--- src/hdl/hstd_pkg.sv ---
// ----------------------------------------------------------------------------
// hstd_pkg: shared definitions for the header/sum/tail deframer
// Frame geometry, field widths, register indexes, and the command and status
// structs that pass between the controller and the datapath.
// ----------------------------------------------------------------------------
package hstd_pkg;

    // frame geometry
    localparam int HEADER_LEN = 2;
    localparam int FRAME_LEN  = 32;

    localparam int BYTE_W     = 8;
    localparam int POS_W      = $clog2(FRAME_LEN);
    localparam int BYTE_POS_W = 6;
    localparam int HDR_REG_W  = 16;
    localparam int CFG_IDX_W  = 8;
    localparam int CFG_DATA_W = 16;

    // key frame positions
    localparam logic [POS_W-1:0] LEN_POS  = POS_W'(HEADER_LEN);
    localparam logic [POS_W-1:0] ID_POS   = POS_W'(HEADER_LEN + 1);
    localparam logic [POS_W-1:0] SUM_POS  = POS_W'(FRAME_LEN - 2);
    localparam logic [POS_W-1:0] LAST_POS = POS_W'(FRAME_LEN - 1);

    localparam logic [BYTE_W-1:0] LEN_BYTE = BYTE_W'(FRAME_LEN);

    // configuration register indexes
    localparam logic [CFG_IDX_W-1:0] REG_HEADER_PATTERN = CFG_IDX_W'(0);
    localparam logic [CFG_IDX_W-1:0] REG_TAIL_BYTE      = CFG_IDX_W'(1);

    // controller -> datapath
    typedef struct packed {
        logic             accept;     // input channel open
        logic             rd_en;      // issue frame store read
        logic [POS_W-1:0] rd_addr;
        logic             load_out;   // read data arrives, load output register
        logic [POS_W-1:0] load_addr;  // position of the arriving byte
    } hstd_cmd_t;

    // datapath -> controller
    typedef struct packed {
        logic frame_good;             // accepted byte closes a valid frame
    } hstd_sts_t;

endpackage

--- src/hdl/hstd_in_if.sv ---
// ----------------------------------------------------------------------------
// hstd_in_if: received byte channel
// Valid/ready channel carrying one serial byte per transaction.
// ----------------------------------------------------------------------------
interface hstd_in_if;
    import hstd_pkg::*;

    logic              valid;
    logic              ready;
    logic [BYTE_W-1:0] in_byte;

    modport source (output valid, output in_byte, input ready);
    modport sink   (input valid, input in_byte, output ready);
endinterface

--- src/hdl/hstd_out_if.sv ---
// ----------------------------------------------------------------------------
// hstd_out_if: validated frame byte channel
// Valid/ready channel carrying one frame byte with its position and tag.
// ----------------------------------------------------------------------------
interface hstd_out_if;
    import hstd_pkg::*;

    logic                  valid;
    logic                  ready;
    logic [BYTE_W-1:0]     out_byte;
    logic [BYTE_POS_W-1:0] byte_pos;
    logic [BYTE_W-1:0]     frame_tag;
    logic                  last;

    modport source (output valid, output out_byte, output byte_pos, output frame_tag,
                    output last, input ready);
    modport sink   (input valid, input out_byte, input byte_pos, input frame_tag,
                    input last, output ready);
endinterface

--- src/hdl/hstd_cfg_if.sv ---
// ----------------------------------------------------------------------------
// hstd_cfg_if: configuration write channel
// Valid/ready channel carrying a register index and write data.
// ----------------------------------------------------------------------------
interface hstd_cfg_if;
    import hstd_pkg::*;

    logic                  valid;
    logic                  ready;
    logic [CFG_IDX_W-1:0]  index;
    logic [CFG_DATA_W-1:0] data;

    modport source (output valid, output index, output data, input ready);
    modport sink   (input valid, input index, input data, output ready);
endinterface

--- src/hdl/hstd_ram.sv ---
// ----------------------------------------------------------------------------
// hstd_ram: generic single-write, single-read RAM
// One write port, one read port with registered read data.
// ----------------------------------------------------------------------------
module hstd_ram #(
    parameter int WIDTH = 8,
    parameter int DEPTH = 32
) (
    input  logic                     clk,
    input  logic                     wr_en,
    input  logic [$clog2(DEPTH)-1:0] wr_addr,
    input  logic [WIDTH-1:0]         wr_data,
    input  logic                     rd_en,
    input  logic [$clog2(DEPTH)-1:0] rd_addr,
    output logic [WIDTH-1:0]         rd_data
);

    logic [WIDTH-1:0] mem [DEPTH];

    always_ff @(posedge clk)
    begin
        if (wr_en)
        begin
            mem[wr_addr] <= wr_data;
        end
        if (rd_en)
        begin
            rd_data <= mem[rd_addr];
        end
    end

endmodule

--- src/hdl/hstd_dp.sv ---
// ----------------------------------------------------------------------------
// hstd_dp: deframer datapath
// Frame position tracking, header/length checks, running sum, frame store,
// configuration registers and the output payload register.
// ----------------------------------------------------------------------------
module hstd_dp (
    input  logic                            clk,
    input  logic                            rst_n,
    input  logic                            in_valid,
    input  logic [hstd_pkg::BYTE_W-1:0]     in_byte,
    input  logic                            cfg_valid,
    input  logic [hstd_pkg::CFG_IDX_W-1:0]  cfg_index,
    input  logic [hstd_pkg::CFG_DATA_W-1:0] cfg_data,
    input  hstd_pkg::hstd_cmd_t             cmd,
    output hstd_pkg::hstd_sts_t             sts,
    output logic [hstd_pkg::BYTE_W-1:0]     out_byte,
    output logic [hstd_pkg::BYTE_POS_W-1:0] byte_pos,
    output logic [hstd_pkg::BYTE_W-1:0]     frame_tag,
    output logic                            last
);
    import hstd_pkg::*;

    logic [POS_W-1:0]     position_reg, position_next;
    logic [BYTE_W-1:0]    sum_reg, sum_next;
    logic [BYTE_W-1:0]    tag_reg, tag_next;
    logic                 sum_ok_reg, sum_ok_next;
    logic [HDR_REG_W-1:0] header_pattern_reg;
    logic [BYTE_W-1:0]    tail_byte_reg;

    logic [BYTE_W-1:0]    out_byte_reg;
    logic [BYTE_POS_W-1:0] byte_pos_reg;
    logic [BYTE_W-1:0]    frame_tag_reg;
    logic                 last_reg;

    logic                 take;
    logic                 store_we;
    logic                 good;
    logic [BYTE_W-1:0]    exp_byte;
    logic [BYTE_W-1:0]    rd_data;

    assign take = in_valid && cmd.accept;

    // expected header byte; bytes beyond the 16-bit register are zero
    always_comb
    begin
        exp_byte = '0;
        if (position_reg == POS_W'(0))
        begin
            exp_byte = header_pattern_reg[BYTE_W-1:0];
        end
        else if (position_reg == POS_W'(1))
        begin
            exp_byte = header_pattern_reg[2*BYTE_W-1:BYTE_W];
        end
    end

    always_comb
    begin
        position_next = position_reg;
        sum_next      = sum_reg;
        tag_next      = tag_reg;
        sum_ok_next   = sum_ok_reg;
        store_we      = 1'b0;
        good          = 1'b0;
        if (take)
        begin
            if (position_reg < LEN_POS)
            begin
                if (in_byte == exp_byte)
                begin
                    store_we      = 1'b1;
                    position_next = position_reg + POS_W'(1);
                    sum_next      = ((position_reg == POS_W'(0)) ? '0 : sum_reg) + in_byte;
                end
                else
                begin
                    position_next = '0;
                end
            end
            else if ((position_reg == LEN_POS) && (in_byte != LEN_BYTE))
            begin
                position_next = '0;
            end
            else
            begin
                store_we = 1'b1;
                if (position_reg == ID_POS)
                begin
                    tag_next = in_byte;
                end
                if (position_reg < SUM_POS)
                begin
                    sum_next = sum_reg + in_byte;
                end
                if (position_reg == SUM_POS)
                begin
                    sum_ok_next = (in_byte == sum_reg);
                end
                if (position_reg == LAST_POS)
                begin
                    position_next = '0;
                    good          = sum_ok_reg && (in_byte == tail_byte_reg);
                end
                else
                begin
                    position_next = position_reg + POS_W'(1);
                end
            end
        end
    end

    assign sts.frame_good = good;

    always_ff @(posedge clk or negedge rst_n)
    begin
        if (!rst_n)
        begin
            position_reg       <= '0;
            sum_reg            <= '0;
            tag_reg            <= '0;
            sum_ok_reg         <= 1'b0;
            header_pattern_reg <= '0;
            tail_byte_reg      <= '0;
        end
        else
        begin
            position_reg <= position_next;
            sum_reg      <= sum_next;
            tag_reg      <= tag_next;
            sum_ok_reg   <= sum_ok_next;
            if (cfg_valid && (cfg_index == REG_HEADER_PATTERN))
            begin
                header_pattern_reg <= cfg_data;
            end
            if (cfg_valid && (cfg_index == REG_TAIL_BYTE))
            begin
                tail_byte_reg <= cfg_data[BYTE_W-1:0];
            end
        end
    end

    hstd_ram #(
        .WIDTH (BYTE_W),
        .DEPTH (FRAME_LEN)
    ) u_frame_store (
        .clk     (clk),
        .wr_en   (store_we),
        .wr_addr (position_reg),
        .wr_data (in_byte),
        .rd_en   (cmd.rd_en),
        .rd_addr (cmd.rd_addr),
        .rd_data (rd_data)
    );

    // output payload, loaded as read data comes back
    always_ff @(posedge clk)
    begin
        if (cmd.load_out)
        begin
            out_byte_reg  <= rd_data;
            byte_pos_reg  <= BYTE_POS_W'(cmd.load_addr);
            frame_tag_reg <= tag_reg;
            last_reg      <= (cmd.load_addr == LAST_POS);
        end
    end

    assign out_byte  = out_byte_reg;
    assign byte_pos  = byte_pos_reg;
    assign frame_tag = frame_tag_reg;
    assign last      = last_reg;

endmodule

--- src/hdl/hstd_ctrl.sv ---
// ----------------------------------------------------------------------------
// hstd_ctrl: deframer controller
// Receive/emit state machine, frame store read sequencing and output valid.
// ----------------------------------------------------------------------------
module hstd_ctrl (
    input  logic                clk,
    input  logic                rst_n,
    input  logic                in_valid,
    input  logic                out_ready,
    input  hstd_pkg::hstd_sts_t sts,
    output hstd_pkg::hstd_cmd_t cmd,
    output logic                out_valid
);
    import hstd_pkg::*;

    typedef enum logic [1:0] {
        ST_RECV = 2'b01,
        ST_EMIT = 2'b10
    } hstd_state_t;

    hstd_state_t      state_reg, state_next;
    logic [POS_W-1:0] rd_cnt_reg, rd_cnt_next;
    logic [POS_W-1:0] ld_addr_reg, ld_addr_next;
    logic             pend_reg, pend_next;
    logic             out_valid_reg, out_valid_next;
    logic             rd_issue;

    // one read in flight; issue only when the output slot is free at arrival
    assign rd_issue = (state_reg == ST_EMIT) && !pend_reg && (!out_valid_reg || out_ready);

    always_comb
    begin
        cmd.accept    = (state_reg == ST_RECV);
        cmd.rd_en     = rd_issue;
        cmd.rd_addr   = rd_cnt_reg;
        cmd.load_out  = pend_reg;
        cmd.load_addr = ld_addr_reg;
    end

    always_comb
    begin
        state_next     = state_reg;
        rd_cnt_next    = rd_cnt_reg;
        ld_addr_next   = ld_addr_reg;
        pend_next      = pend_reg;
        out_valid_next = out_valid_reg;

        if (pend_reg)
        begin
            out_valid_next = 1'b1;
        end
        else if (out_ready)
        begin
            out_valid_next = 1'b0;
        end

        case (state_reg)
            ST_RECV:
            begin
                if (in_valid && sts.frame_good)
                begin
                    state_next  = ST_EMIT;
                    rd_cnt_next = '0;
                    pend_next   = 1'b0;
                end
            end
            ST_EMIT:
            begin
                if (rd_issue)
                begin
                    rd_cnt_next  = rd_cnt_reg + POS_W'(1);
                    ld_addr_next = rd_cnt_reg;
                    pend_next    = 1'b1;
                end
                if (pend_reg)
                begin
                    pend_next = 1'b0;
                    if (ld_addr_reg == LAST_POS)
                    begin
                        state_next = ST_RECV;
                    end
                end
            end
            default:
            begin
                state_next = ST_RECV;
                pend_next  = 1'b0;
            end
        endcase
    end

    always_ff @(posedge clk or negedge rst_n)
    begin
        if (!rst_n)
        begin
            state_reg     <= ST_RECV;
            rd_cnt_reg    <= '0;
            ld_addr_reg   <= '0;
            pend_reg      <= 1'b0;
            out_valid_reg <= 1'b0;
        end
        else
        begin
            state_reg     <= state_next;
            rd_cnt_reg    <= rd_cnt_next;
            ld_addr_reg   <= ld_addr_next;
            pend_reg      <= pend_next;
            out_valid_reg <= out_valid_next;
        end
    end

    assign out_valid = out_valid_reg;

endmodule

--- src/hdl/header_sum_tail_deframer_core.sv ---
// Output path: once the byte that closes a good frame is taken, the controller enters
//   replay, issues a frame store read, then loads the output register and sets valid.
// Throughput: 1 input byte per cycle while receiving; a good frame then streams
//   out byte by byte (one frame store read in flight), input held off.
// Reset (rst_n, async, active low): hunting the header, sum and tag cleared,
//   both configuration registers zero, output empty. No memory clearing pass.
// ----------------------------------------------------------------------------
// header_sum_tail_deframer_core: serial frame deframer with additive checksum
// Hunts a configured header, checks the length byte, captures the frame id, checks
// the 8-bit sum and tail byte, and replays good frames byte by byte.
// ----------------------------------------------------------------------------
module header_sum_tail_deframer_core (
    input  logic       clk,
    input  logic       rst_n,
    hstd_in_if.sink    in_ch,
    hstd_out_if.source out_ch,
    hstd_cfg_if.sink   cfg_ch
);
    import hstd_pkg::*;

    hstd_cmd_t cmd;
    hstd_sts_t sts;

    // Configuration is always taken; the datapath decodes the index and
    // ignores writes beyond the register list.
    assign cfg_ch.ready = 1'b1;

    // Input is open only while receiving. During replay the frame store is
    // being read out and the byte position is parked at zero.
    assign in_ch.ready = cmd.accept;

    // Controller: receive/emit sequencing, read issue, output valid.
    hstd_ctrl u_ctrl (
        .clk       (clk),
        .rst_n     (rst_n),
        .in_valid  (in_ch.valid),
        .out_ready (out_ch.ready),
        .sts       (sts),
        .cmd       (cmd),
        .out_valid (out_ch.valid)
    );

    // Datapath: frame checks, frame store, output payload register.
    hstd_dp u_dp (
        .clk       (clk),
        .rst_n     (rst_n),
        .in_valid  (in_ch.valid),
        .in_byte   (in_ch.in_byte),
        .cfg_valid (cfg_ch.valid),
        .cfg_index (cfg_ch.index),
        .cfg_data  (cfg_ch.data),
        .cmd       (cmd),
        .sts       (sts),
        .out_byte  (out_ch.out_byte),
        .byte_pos  (out_ch.byte_pos),
        .frame_tag (out_ch.frame_tag),
        .last      (out_ch.last)
    );

`ifndef SYNTHESIS
    // the end-of-frame flag only rides on the final frame position
    a_last_pos: assert property (@(posedge clk) disable iff (!rst_n)
        (out_ch.valid && out_ch.last) |-> (out_ch.byte_pos == BYTE_POS_W'(FRAME_LEN - 1)))
        else $error("last flag on wrong byte position");

    // a completed good frame closes the input as replay starts
    a_good_blocks_in: assert property (@(posedge clk) disable iff (!rst_n)
        (in_ch.valid && in_ch.ready && sts.frame_good) |=> !in_ch.ready)
        else $error("input open right after a good frame");

    // mid-frame output transaction: replay still running, input stays closed
    a_replay_blocks_in: assert property (@(posedge clk) disable iff (!rst_n)
        (out_ch.valid && out_ch.ready && !out_ch.last) |=> !in_ch.ready)
        else $error("input reopened before frame replay finished");
`endif

endmodule
--- src/flat_wrapper.sv ---
// flat-port wrapper written by rule: the top's interface ports become plain ports
module header_sum_tail_deframer_core_flat import hstd_pkg::*;
  (clk, rst_n, in_ch_valid, in_ch_in_byte, in_ch_ready, out_ch_valid, out_ch_out_byte, out_ch_byte_pos, out_ch_frame_tag, out_ch_last, out_ch_ready, cfg_ch_valid, cfg_ch_index, cfg_ch_data, cfg_ch_ready);
  hstd_in_if in_ch_i ();
  hstd_out_if out_ch_i ();
  hstd_cfg_if cfg_ch_i ();
  input  logic clk;
  input  logic rst_n;
  input wire logic [$bits(in_ch_i.valid)-1:0] in_ch_valid;
  input wire logic [$bits(in_ch_i.in_byte)-1:0] in_ch_in_byte;
  output wire logic [$bits(in_ch_i.ready)-1:0] in_ch_ready;
  output wire logic [$bits(out_ch_i.valid)-1:0] out_ch_valid;
  output wire logic [$bits(out_ch_i.out_byte)-1:0] out_ch_out_byte;
  output wire logic [$bits(out_ch_i.byte_pos)-1:0] out_ch_byte_pos;
  output wire logic [$bits(out_ch_i.frame_tag)-1:0] out_ch_frame_tag;
  output wire logic [$bits(out_ch_i.last)-1:0] out_ch_last;
  input wire logic [$bits(out_ch_i.ready)-1:0] out_ch_ready;
  input wire logic [$bits(cfg_ch_i.valid)-1:0] cfg_ch_valid;
  input wire logic [$bits(cfg_ch_i.index)-1:0] cfg_ch_index;
  input wire logic [$bits(cfg_ch_i.data)-1:0] cfg_ch_data;
  output wire logic [$bits(cfg_ch_i.ready)-1:0] cfg_ch_ready;
  assign in_ch_i.valid = in_ch_valid;
  assign in_ch_i.in_byte = in_ch_in_byte;
  assign in_ch_ready = in_ch_i.ready;
  assign out_ch_valid = out_ch_i.valid;
  assign out_ch_out_byte = out_ch_i.out_byte;
  assign out_ch_byte_pos = out_ch_i.byte_pos;
  assign out_ch_frame_tag = out_ch_i.frame_tag;
  assign out_ch_last = out_ch_i.last;
  assign out_ch_i.ready = out_ch_ready;
  assign cfg_ch_i.valid = cfg_ch_valid;
  assign cfg_ch_i.index = cfg_ch_index;
  assign cfg_ch_i.data = cfg_ch_data;
  assign cfg_ch_ready = cfg_ch_i.ready;
  header_sum_tail_deframer_core u_core (.clk(clk), .rst_n(rst_n), .in_ch(in_ch_i), .out_ch(out_ch_i), .cfg_ch(cfg_ch_i));
endmodule
--- config.mk ---
export PLATFORM = sky130hd
export DESIGN_NAME = header_sum_tail_deframer_core_flat
export DESIGN_NICKNAME = d
export VERILOG_FILES = /design/src/hdl/hstd_pkg.sv /design/src/hdl/hstd_in_if.sv /design/src/hdl/hstd_out_if.sv /design/src/hdl/hstd_cfg_if.sv /design/src/hdl/hstd_ram.sv /design/src/hdl/hstd_dp.sv /design/src/hdl/hstd_ctrl.sv /design/src/hdl/header_sum_tail_deframer_core.sv /design/src/flat_wrapper.sv
export SDC_FILE = /design/constraint.sdc
export NUM_CORES = 1
export LEC_CHECK = 0
export ABC_AREA = 1
export BUFFER_PORTS_ARGS = -buffer_cell sky130_fd_sc_hd__buf_2
export CORE_MARGIN = 2
export CORE_UTILIZATION = 50
export CTS_CLUSTER_SIZE = 25
export DETAILED_ROUTE_END_ITERATION = 8
export PLACE_DENSITY = 0.67
export SLEW_MARGIN = 20
export SYNTH_ARGS = -nofsm -noshare
export SYNTH_HDL_FRONTEND = slang
export SYNTH_SLANG_ARGS = --single-unit
--- constraint.sdc ---
create_clock -name clk -period 6.6 [get_ports clk]
set_input_delay 0.99 -clock clk [delete_from_list [all_inputs] [get_ports clk]]
set_output_delay 0.99 -clock clk [all_outputs]
set_load 0.1 [all_outputs]
==> metrics.txt, run 1 <==
first-pass GRT wire length=53400 µm; Worst-Skew Late Latency=between 0.5 and 0.6 ns; Final Hold Viols=0; most common cell after layout, fill and taps aside=edfxtp_1; total number of vias=9842; Yosys top cell by area=edfxtp_1; Hold WC Path Type=reg2reg; CTS tree=done; mux cell area share after synthesis=0.0768%; fin. max-slew vios=0; worst slack at placement=2.81 ns; IO Port Bufs=60; ANT cells=0; Area after DPL=0.0152 mm²; Crit. End Element=register; vias per inst=5.67; status=completed; fin area=0.0163 mm²; PwrDens=between 300 and 400 mW/mm²; CTS Buf Count=37; actual transition at the worst max-transition pin=1.06 ns; CP Class=reg2reg; Seq/Total Area, Yosys=68.8%; Yosys warnings=0; post-layout min period=3.72 ns; Wirelength per Cell=19.9 µm; CP Launch Type=register; predominant post-synthesis flop cell=edfxtp_1; largest net degree at the start of global routing=91; Syn Nets=about 1300; endpoints failing setup=0; Initial DRC Count=1032; Post-CTS Resized=0; Hold Startpoint=u_core.u_dp.u_frame_store.rd_data[7]; final wirelength=about 34000 µm; CTS Buffer Depth=3; Root Buffer=clkbuf_16; Post-Synthesis Cells=1291; EDFF count, synth=286; row count=62; Synth Area in XOR/XNOR=1.25%; Die Y=175 µm; main combinational cell family by area after synthesis=simple AND/OR/NAND/NOR gates; Max Freq=around 270 MHz; Async S/R FF share, synth=17.3%; Syn Std Cell Area=between 0.01 and 0.015 mm²; VDD IR max=0.252 mV; average size of a mapped cell=11.4 µm²; area of the multi-input gates=0.00403 mm²; Critical Path Source=u_core.u_dp.position_reg[1]; core area=0.0288 mm²; total gr overflow=0; nets=1383; Lkg Pwr=5.99 nW; post-CTS setup buffers=0; Post-Place Cells=1675; Max-cap violations=0; Simple-Gate Fraction of Synth Area=between 10% and 20%; Hold Buf Count CTS=0; vias in the first global route=9381; number of top-level pins=63; Rel. slew slack=around 29%; final worst slack=roughly 2.9 ns; Clock Skew=0.0168 ns; max reg flops=256; compound-cell area share of the yosys netlist=10.9%; most frequent cells in the layout=edfxtp_1, nor2_1, nand2_1; final core occ=roughly 57%; Layout area overhead=11.3%; post-route non-filler standard cell count=approximately 1700; Post-Synth Adder-Cell Area=1.33%; number of antenna violations at the first check in global routing=0; area taken by flip-flops and latches=0.0101 mm²; TritonRoute pass-1 iters=7; Routed Antenna Nets=0; global placement routability congestion=between 0.9 and 1; Starting Density=51.0%; clk sinks=346; DRC=0; DP Wirelength=21000 µm; number of fill cells=2384; Yosys reg bits=346; full die area=0.0307 mm²; final worst path period share=approximately 56%; H-tree depth=2; RSZ-0062 raised after global routing=no; Die X=175 µm; leading post-synthesis cells by cell area=edfxtp_1, dfrtp_1, o21ai_0; CP required=6.74 ns; Worst R2R Start=u_core.u_dp.position_reg[1]; layout cell share with drive strength beyond 1=around an eighth; Synth top area share=approximately 60%; library cells used by synthesis=43; CP arrival=slightly below 4 ns; worst-path maximum fanout=24; Reg clk slew, reported paths=0.06 ns; setup TNS=0 ns; Total GRT Usage=22.7%
-- area by class of cell --
cell class	instances	share of cell area [%]
Clock buffer	44	5.90
Inverter	71	1.64
Clock inverter	16	0.636
Sequential cell	346	61.9
Multi-Input combinational cell	807	24.7
Tap cell	384	2.94
Timing Repair Buffer	68	2.31
-- synth_stat cells, types with 2 or more instances --
cell / instances
edfxtp_1: 286
nor2_1: 208
nand2_1: 168
o21ai_0: 166
inv_1: 64
clkbuf_1: 60
dfrtp_1: 59
o22ai_1: 47
nand3_1: 42
a21oi_1: 25
nor2_2: 22
nand4_1: 15
nor3_1: 15
ha_1: 14
a31oi_1: 13
xor2_1: 12
o211ai_1: 11
xnor2_1: 9
o221ai_1: 8
o21ai_1: 5
clkinv_1: 4
o21bai_1: 4
buf_2: 3
inv_2: 3
or2_2: 3
buf_4: 2
buf_6: 2
conb_1: 2
nand2_2: 2
nand3_2: 2
nor4_1: 2
o31ai_1: 2
-- cell families after synthesis --
family / count (synthesis)
AND/OR/NAND/NOR: 483
flip-flops: 346
AO/OA/AOI/OAI: 285
buffers and inverters: 138
XOR/XNOR: 21
adder cells (fa/ha/maj): 15
other: 2
multiplexers: 1
-- worst max-delay path: stages, from the launching register on --
cell and delay, ns:
dfrtp_1 0.44, inv_1 0.16, ha_1 0.69, inv_1 0.15, nor2_2 0.21, nand2_1 0.09
nand2_1 0.07, nand2_1 0.04, nand2_1 0.10, nand3_2 0.15, o21ai_4 0.28, nand2_4 0.27
nor2_1 0.68
-- layer usage --
layer	GRT usage [%]	up-vias	wire (µm)
met5	0	-	0
met4	8.44	0	1110
met3	3.31	76	2320
met2	37.1	375	16400
met1	31.0	4763	14700
li1	-	4628	-
-- worst paths after layout --
| kind | to | slack (ns) | cells past startpoint |
|---|---|---|---|
| worst max-delay path | u_core.u_dp.u_frame_store.mem[28][6] | 2.88 | 12 |
| worst min-delay path | u_core.u_dp.out_byte[7] | 0.42 | 0 |
| worst max register to register | u_core.u_dp.u_frame_store.mem[28][6] | 2.88 | 12 |
| worst min register to register | u_core.u_dp.out_byte[7] | 0.42 | 0 |
| max in group asynchronous | u_core.u_ctrl.rd_cnt_reg[0] | 5.30 | 2 |
| min in group asynchronous | u_core.u_dp.tail_byte_reg[1] | 0.68 | 2 |
-- stage by stage --
step	power (mW)	hold slack, ns
CTS	5.45	0.418
finish	5.42	0.418
detailed placement	3.61	0.405
global placement	3.60	0.400
floorplan	3.37	0.400
global route	5.65	0.424
-- power breakdown --
part / switching, mW / leakage [nW] / total [mW] / internal [mW]
combinational: 0.712 / 2.11 / 0.976 / 0.264
clock: 0.782 / 0.525 / 1.85 / 1.07
sequential: 0.0857 / 3.36 / 2.60 / 2.51
total: 1.58 / 5.99 / 5.42 / 3.84
Power figures use the tool's default switching activity.
==> run 2: changes to the inputs <==
- PLACE_DENSITY: 0.67 -> 0.69
- clock period: 6.6 -> 3.4 ns (I/O delays scaled with it)
==> run 2 against run 1 <==
- first-iteration DRC count grew 6.4%
- clock-buffer cell count is 10 higher
- total power is 100% higher
- critical endpoint is now u_core.u_dp.u_frame_store.mem[18][5]
- largest cell class unchanged
==> metrics.txt, run 2 (synthesis results as in run 1) <==
Final Hold Viols=0 (unchanged); vias per inst=5.66 (was 5.67); CTS Buffer Depth=3 (unchanged); final core occ=58.0% (was 56.7%); layout cell share with drive strength beyond 1=14.0% (was 11.8%); RSZ-0062 raised after global routing=no (unchanged); endpoints failing setup=0 (unchanged); nets=1417 (was 1383); Rel. slew slack=39.7% (was 28.6%); global placement routability congestion=0.881 (was 0.900); Critical Path Source=u_core.u_dp.position_reg[1] (unchanged); Max Freq=327 MHz (was 269 MHz); Worst-Skew Late Latency=0.53 ns (was 0.51 ns); first-pass GRT wire length=55600 µm (was 53400 µm); clk sinks=346 (unchanged); most frequent cells in the layout=edfxtp_1, nor2_1, nand2_1 (unchanged); area of the multi-input gates=0.00404 mm² (was 0.00403 mm²); CP required=3.57 ns (was 6.74 ns); post-CTS setup buffers=0 (unchanged); Lkg Pwr=6.22 nW (was 5.99 nW); DP Wirelength=23600 µm (was 21000 µm); area taken by flip-flops and latches=0.0101 mm² (about the same); Die Y=175 µm (unchanged); Root Buffer=clkbuf_16 (unchanged); largest net degree at the start of global routing=131 (was 91); fin area=0.0167 mm² (was 0.0163 mm²); core area=0.0288 mm² (unchanged); number of antenna violations at the first check in global routing=0 (unchanged); most common cell after layout, fill and taps aside=edfxtp_1 (unchanged); number of top-level pins=63 (unchanged); Total GRT Usage=24.1% (was 22.7%); Crit. End Element=register (unchanged); Clock Skew=0.0186 ns (was 0.0168 ns); vias in the first global route=9719 (was 9381); CTS tree=done (unchanged); PwrDens=651 mW/mm² (was 332 mW/mm²); number of fill cells=2370 (was 2384); max reg flops=256 (unchanged); post-layout min period=3.06 ns (was 3.72 ns); Worst R2R Start=u_core.u_dp.position_reg[1] (unchanged); highest metal used=met4 (unchanged); Wirelength per Cell=20.6 µm (was 19.9 µm); fin. max-slew vios=0 (unchanged); row count=62 (unchanged); total gr overflow=0 (unchanged); final worst path period share=90.0% (was 56.3%); actual transition at the worst max-transition pin=0.897 ns (was 1.06 ns); Area after DPL=0.0155 mm² (was 0.0152 mm²); Starting Density=51.0% (unchanged); IO Port Bufs=60 (unchanged); Routed Antenna Nets=0 (unchanged); CP Class=reg2reg (unchanged); Die X=175 µm (unchanged); Reg clk slew, reported paths=0.06 ns (about the same); hold_ws=0.0425 ns (was 0.418 ns); TritonRoute pass-1 iters=5 (was 7); status=completed (unchanged); setup TNS=0 ns (unchanged); worst reg2reg endpoint=u_core.u_dp.u_frame_store.mem[18][5] (was u_core.u_dp.u_frame_store.mem[28][6]); Initial DRC Count=1098 (was 1032); Critical path destination=u_core.u_dp.u_frame_store.mem[18][5] (was u_core.u_dp.u_frame_store.mem[28][6]); full die area=0.0307 mm² (unchanged); worst-path maximum fanout=24 (unchanged); CTS Buf Count=37 (unchanged); Layout area overhead=13.8% (was 11.3%); met2 wire length=17500 µm (was 16400 µm); total number of vias=10043 (was 9842); DRC=0 (unchanged); H-tree depth=2 (unchanged); met1 wire length=14500 µm (was 14700 µm); Max-cap violations=0 (unchanged); CP arrival=3.23 ns (was 3.85 ns); ANT cells=0 (unchanged); CP Launch Type=register (unchanged); DR WL met3=2860 µm (was 2320 µm); reg-to-reg slack, setup=0.34 ns (was 2.88 ns); VDD IR max=0.371 mV (was 0.252 mV); final wirelength=36500 µm (was 34500 µm); Reg2Reg Depth=12 (unchanged); Hold WC Path Type=in2async (was reg2reg)
run 2: cell types whose count changed in the layout (fill, tap and decap cells not counted), sizes merged:
cell,change
inv,+1
clkinv,-6
clkbuf,+10
buf,+34
run 2: critical path: stages, from the launching register on:
cell and delay [ns]:
dfrtp_1 0.43, inv_1 0.15, ha_2 0.35, inv_1 0.10, nor2_2 0.18, nand2_1 0.09
nand2_1 0.06, nand2_1 0.04, nand2_1 0.08, nand3_2 0.15, o21ai_4 0.26, nand2_4 0.31
nor2_2 0.47
run 2: layout make-up:
cell class / instances / area share (%)
Clock buffer: 54 / 6.42
Clock inverter: 11 / 0.495
Inverter: 71 / 1.60
Multi-Input combinational cell: 807 / 24.2
Sequential cell: 346 / 60.5
Tap cell: 384 / 2.88
Timing Repair Buffer: 102 / 3.91
run 2: layer usage:
layer | GRT usage [%] | vias up
li1 | - | 4701
met1 | 32.0 | 4772
met2 | 39.7 | 464
met3 | 3.96 | 106
met4 | 10.3 | 0
met5 | 0 | -
run 2: where the power goes:
part           switching [mW]  leakage (nW)  internal, mW
Clock                    1.56         0.565          2.26
Combinational            1.46          2.30         0.553
Sequential              0.162          3.36          4.87
run 2: worst min-delay path by stage:
stage                                               from                            to  cells after the start
floorplan                                          rst_n  u_core.u_ctrl.ld_addr_reg[0]                      0
global placement    u_core.u_dp.u_frame_store.rd_data[4]       u_core.u_dp.out_byte[4]                      0
detailed placement  u_core.u_dp.u_frame_store.rd_data[0]       u_core.u_dp.out_byte[0]                      0
CTS                                                rst_n        u_core.u_dp.tag_reg[0]                      1
global route                                       rst_n        u_core.u_dp.tag_reg[0]                      1
finish                                             rst_n        u_core.u_dp.tag_reg[0]                      1
run 2: stage by stage:
step | worst slack, ns | cells | power, mW
floorplan | 0.564 | 1291 | 6.53
global placement | 0.275 | 1710 | 7.08
detailed placement | 0.224 | 1710 | 7.11
CTS | 0.202 | 1775 | 10.9
global route | 0.0542 | 1775 | 11.3
finish | 0.340 | 1775 | 10.9
run 2: repair_timing:
item / CTS / global route
hold buffers: 0 / 0
resized for setup: 0 / 2
setup endpoints to repair: 0 / 161
==> run 3: changes to the inputs <==
- GPL_ROUTABILITY_DRIVEN: unset -> 0
- PLACE_DENSITY: 0.69 -> 0.67
- clock period: 3.4 -> 3 ns (I/O delays scaled with it)
==> run 3 against run 2 <==
- final cell count rose by 1.4%
- first-iteration DRC count fell by 12%
- sequential share of layout area fell by 0.87 points
- core utilization rose by 0.86 points
- clock skew rose by 0.0020 ns
- via count rose by 0.66%
- combinational power rose by 20%
- routed wire length fell by 2.3%
- worst setup slack got worse by 0.11 ns
==> metrics.txt, run 3 (synthesis results as in run 1) <==
most frequent cells in the layout=edfxtp_1, nor2_1, nand2_1 (unchanged); CTS Buf Count=37 (unchanged); Final Power=12.5 mW (was 10.9 mW); Area after DPL=0.0157 mm² (was 0.0155 mm²); Crit. End Element=register (unchanged); actual transition at the worst max-transition pin=0.790 ns (was 0.897 ns); first-pass GRT wire length=55600 µm (about the same); Layout area overhead=15.5% (was 13.8%); clk sinks=346 (unchanged); endpoints failing setup=0 (unchanged); CP Class=reg2reg (unchanged); post-route non-filler standard cell count=1799 (was 1775); total gr overflow=0 (unchanged); Starting Density=51.0% (unchanged); reg-to-reg slack, setup=0.23 ns (was 0.34 ns); worst slack at placement=0.0649 ns (was 0.224 ns); number of antenna violations at the first check in global routing=1 (was 0); Max-cap violations=0 (unchanged); Lkg Pwr=6.33 nW (was 6.22 nW); final worst slack=0.225 ns (was 0.340 ns); TritonRoute pass-1 iters=6 (was 5); ANT cells=0 (unchanged); CP arrival=3.00 ns (was 3.23 ns); CP Launch Type=register (unchanged); PwrDens=735 mW/mm² (was 651 mW/mm²); CP required=3.23 ns (was 3.57 ns); Hold WC Path Type=in2async (unchanged); full die area=0.0307 mm² (unchanged); Rel. slew slack=47.3% (was 39.7%); Routed Antenna Nets=0 (unchanged); core area=0.0288 mm² (unchanged); H-tree depth=2 (unchanged); CTS tree=done (unchanged); Die Y=175 µm (unchanged); vias per inst=5.62 (was 5.66); CTS Buffer Depth=3 (unchanged); vias in the first global route=9738 (was 9719); nets=1440 (was 1417); area of the multi-input gates=0.00410 mm² (was 0.00404 mm²); Final Hold Viols=0 (unchanged); area taken by flip-flops and latches=0.0101 mm² (about the same); RSZ-0062 raised after global routing=no (unchanged); Clock Skew=0.0205 ns (was 0.0186 ns); setup TNS=0 ns (unchanged); number of fill cells=2378 (was 2370); Root Buffer=clkbuf_16 (unchanged); final wirelength=35700 µm (was 36500 µm); final worst path period share=92.5% (was 90.0%); fin. max-slew vios=0 (unchanged); max reg flops=256 (unchanged); Die X=175 µm (unchanged); fin area=0.0169 mm² (was 0.0167 mm²); post-layout min period=2.77 ns (was 3.06 ns); Wirelength per Cell=19.8 µm (was 20.6 µm); Worst-Skew Late Latency=0.52 ns (was 0.53 ns); Post-Place Cells=1732 (was 1710); worst-path maximum fanout=24 (unchanged); DP Wirelength=22900 µm (was 23600 µm); layout cell share with drive strength beyond 1=15.3% (was 14.0%); Max Freq=360 MHz (was 327 MHz); row count=62 (unchanged); number of top-level pins=63 (unchanged); status=completed (unchanged); VDD IR max=0.461 mV (was 0.371 mV); Reg clk slew, reported paths=0.06 ns (about the same); IO Port Bufs=60 (unchanged); total number of vias=10109 (was 10043); largest net degree at the start of global routing=79 (was 131); DRC=0 (unchanged); Initial DRC Count=968 (was 1098); Total GRT Usage=23.6% (was 24.1%); most common cell after layout, fill and taps aside=edfxtp_1 (unchanged)
[run 3: through the flow]
step / utilization (%) / hold WS [ns]
6_report: 58.9 / 0.00137
5_1_grt: 58.9 / 0.0623
4_1_cts: 58.6 / 0.0320
3_5_place_dp: 54.6 / 0.407
3_3_place_gp: 54.6 / 0.401
2_1_floorplan: - / 0.154
[run 3: cell type report]
| class | count | share of cell area, % |
|---|---|---|
| Clock buffer | 56 | 6.32 |
| Clock inverter | 10 | 0.524 |
| Inverter | 71 | 1.58 |
| Multi-Input combinational cell | 807 | 24.2 |
| Sequential cell | 346 | 59.6 |
| Tap cell | 384 | 2.84 |
| Timing Repair Buffer | 125 | 4.95 |
[run 3: per-layer routing]
metal | vias up | GRT usage [%] | part of all wire [%]
met5 | - | 0 | 0.022
met4 | 2 | 8.47 | 3.2
met3 | 74 | 3.77 | 6.5
met2 | 371 | 38.6 | 48
met1 | 4909 | 32.1 | 42
li1 | 4753 | - | -
[run 3: timing repair]
| action | CTS | global route |
|---|---|---|
| hold endpoints to repair | 0 | 0 |
| buffers inserted | 0 | 1 |
| gates resized for setup | 0 | 14 |
| endpoints found under the setup margin | 0 | 193 |
| hold buffers | 0 | 0 |
[run 3: worst max-delay path, stage by stage (launching register included)]
cell and delay, ns:
dfrtp_2 0.42, inv_1 0.08, ha_1 0.22, buf_4 0.18
nor2_1 0.10, nand4_1 0.10, nand3_1 0.09, nand2_1 0.05
nor2_1 0.14, nand3_2 0.16, o21ai_4 0.27, nand2_8 0.24
nor2_1 0.19, buf_4 0.21
[run 3: final timing paths]
kind,startpoint,to,cells after the start
max reg2reg,u_core.u_dp.position_reg[0],u_core.u_dp.u_frame_store.mem[29][2],13
max in group asynchronous,rst_n,u_core.u_dp.header_pattern_reg[10],2
min,rst_n,u_core.u_dp.tag_reg[3],1
min in group clk,cfg_ch_data[9],u_core.u_dp.header_pattern_reg[9],2
min reg2reg,u_core.u_dp.u_frame_store.rd_data[2],u_core.u_dp.out_byte[2],0
max,u_core.u_dp.position_reg[0],u_core.u_dp.u_frame_store.mem[29][2],13
[run 3: report_power, final]
group | internal, mW | switching, mW | total, mW
clock | 2.56 | 1.78 | 4.33
combinational | 0.712 | 1.72 | 2.43
sequential | 5.52 | 0.169 | 5.69
total | 8.79 | 3.66 | 12.5
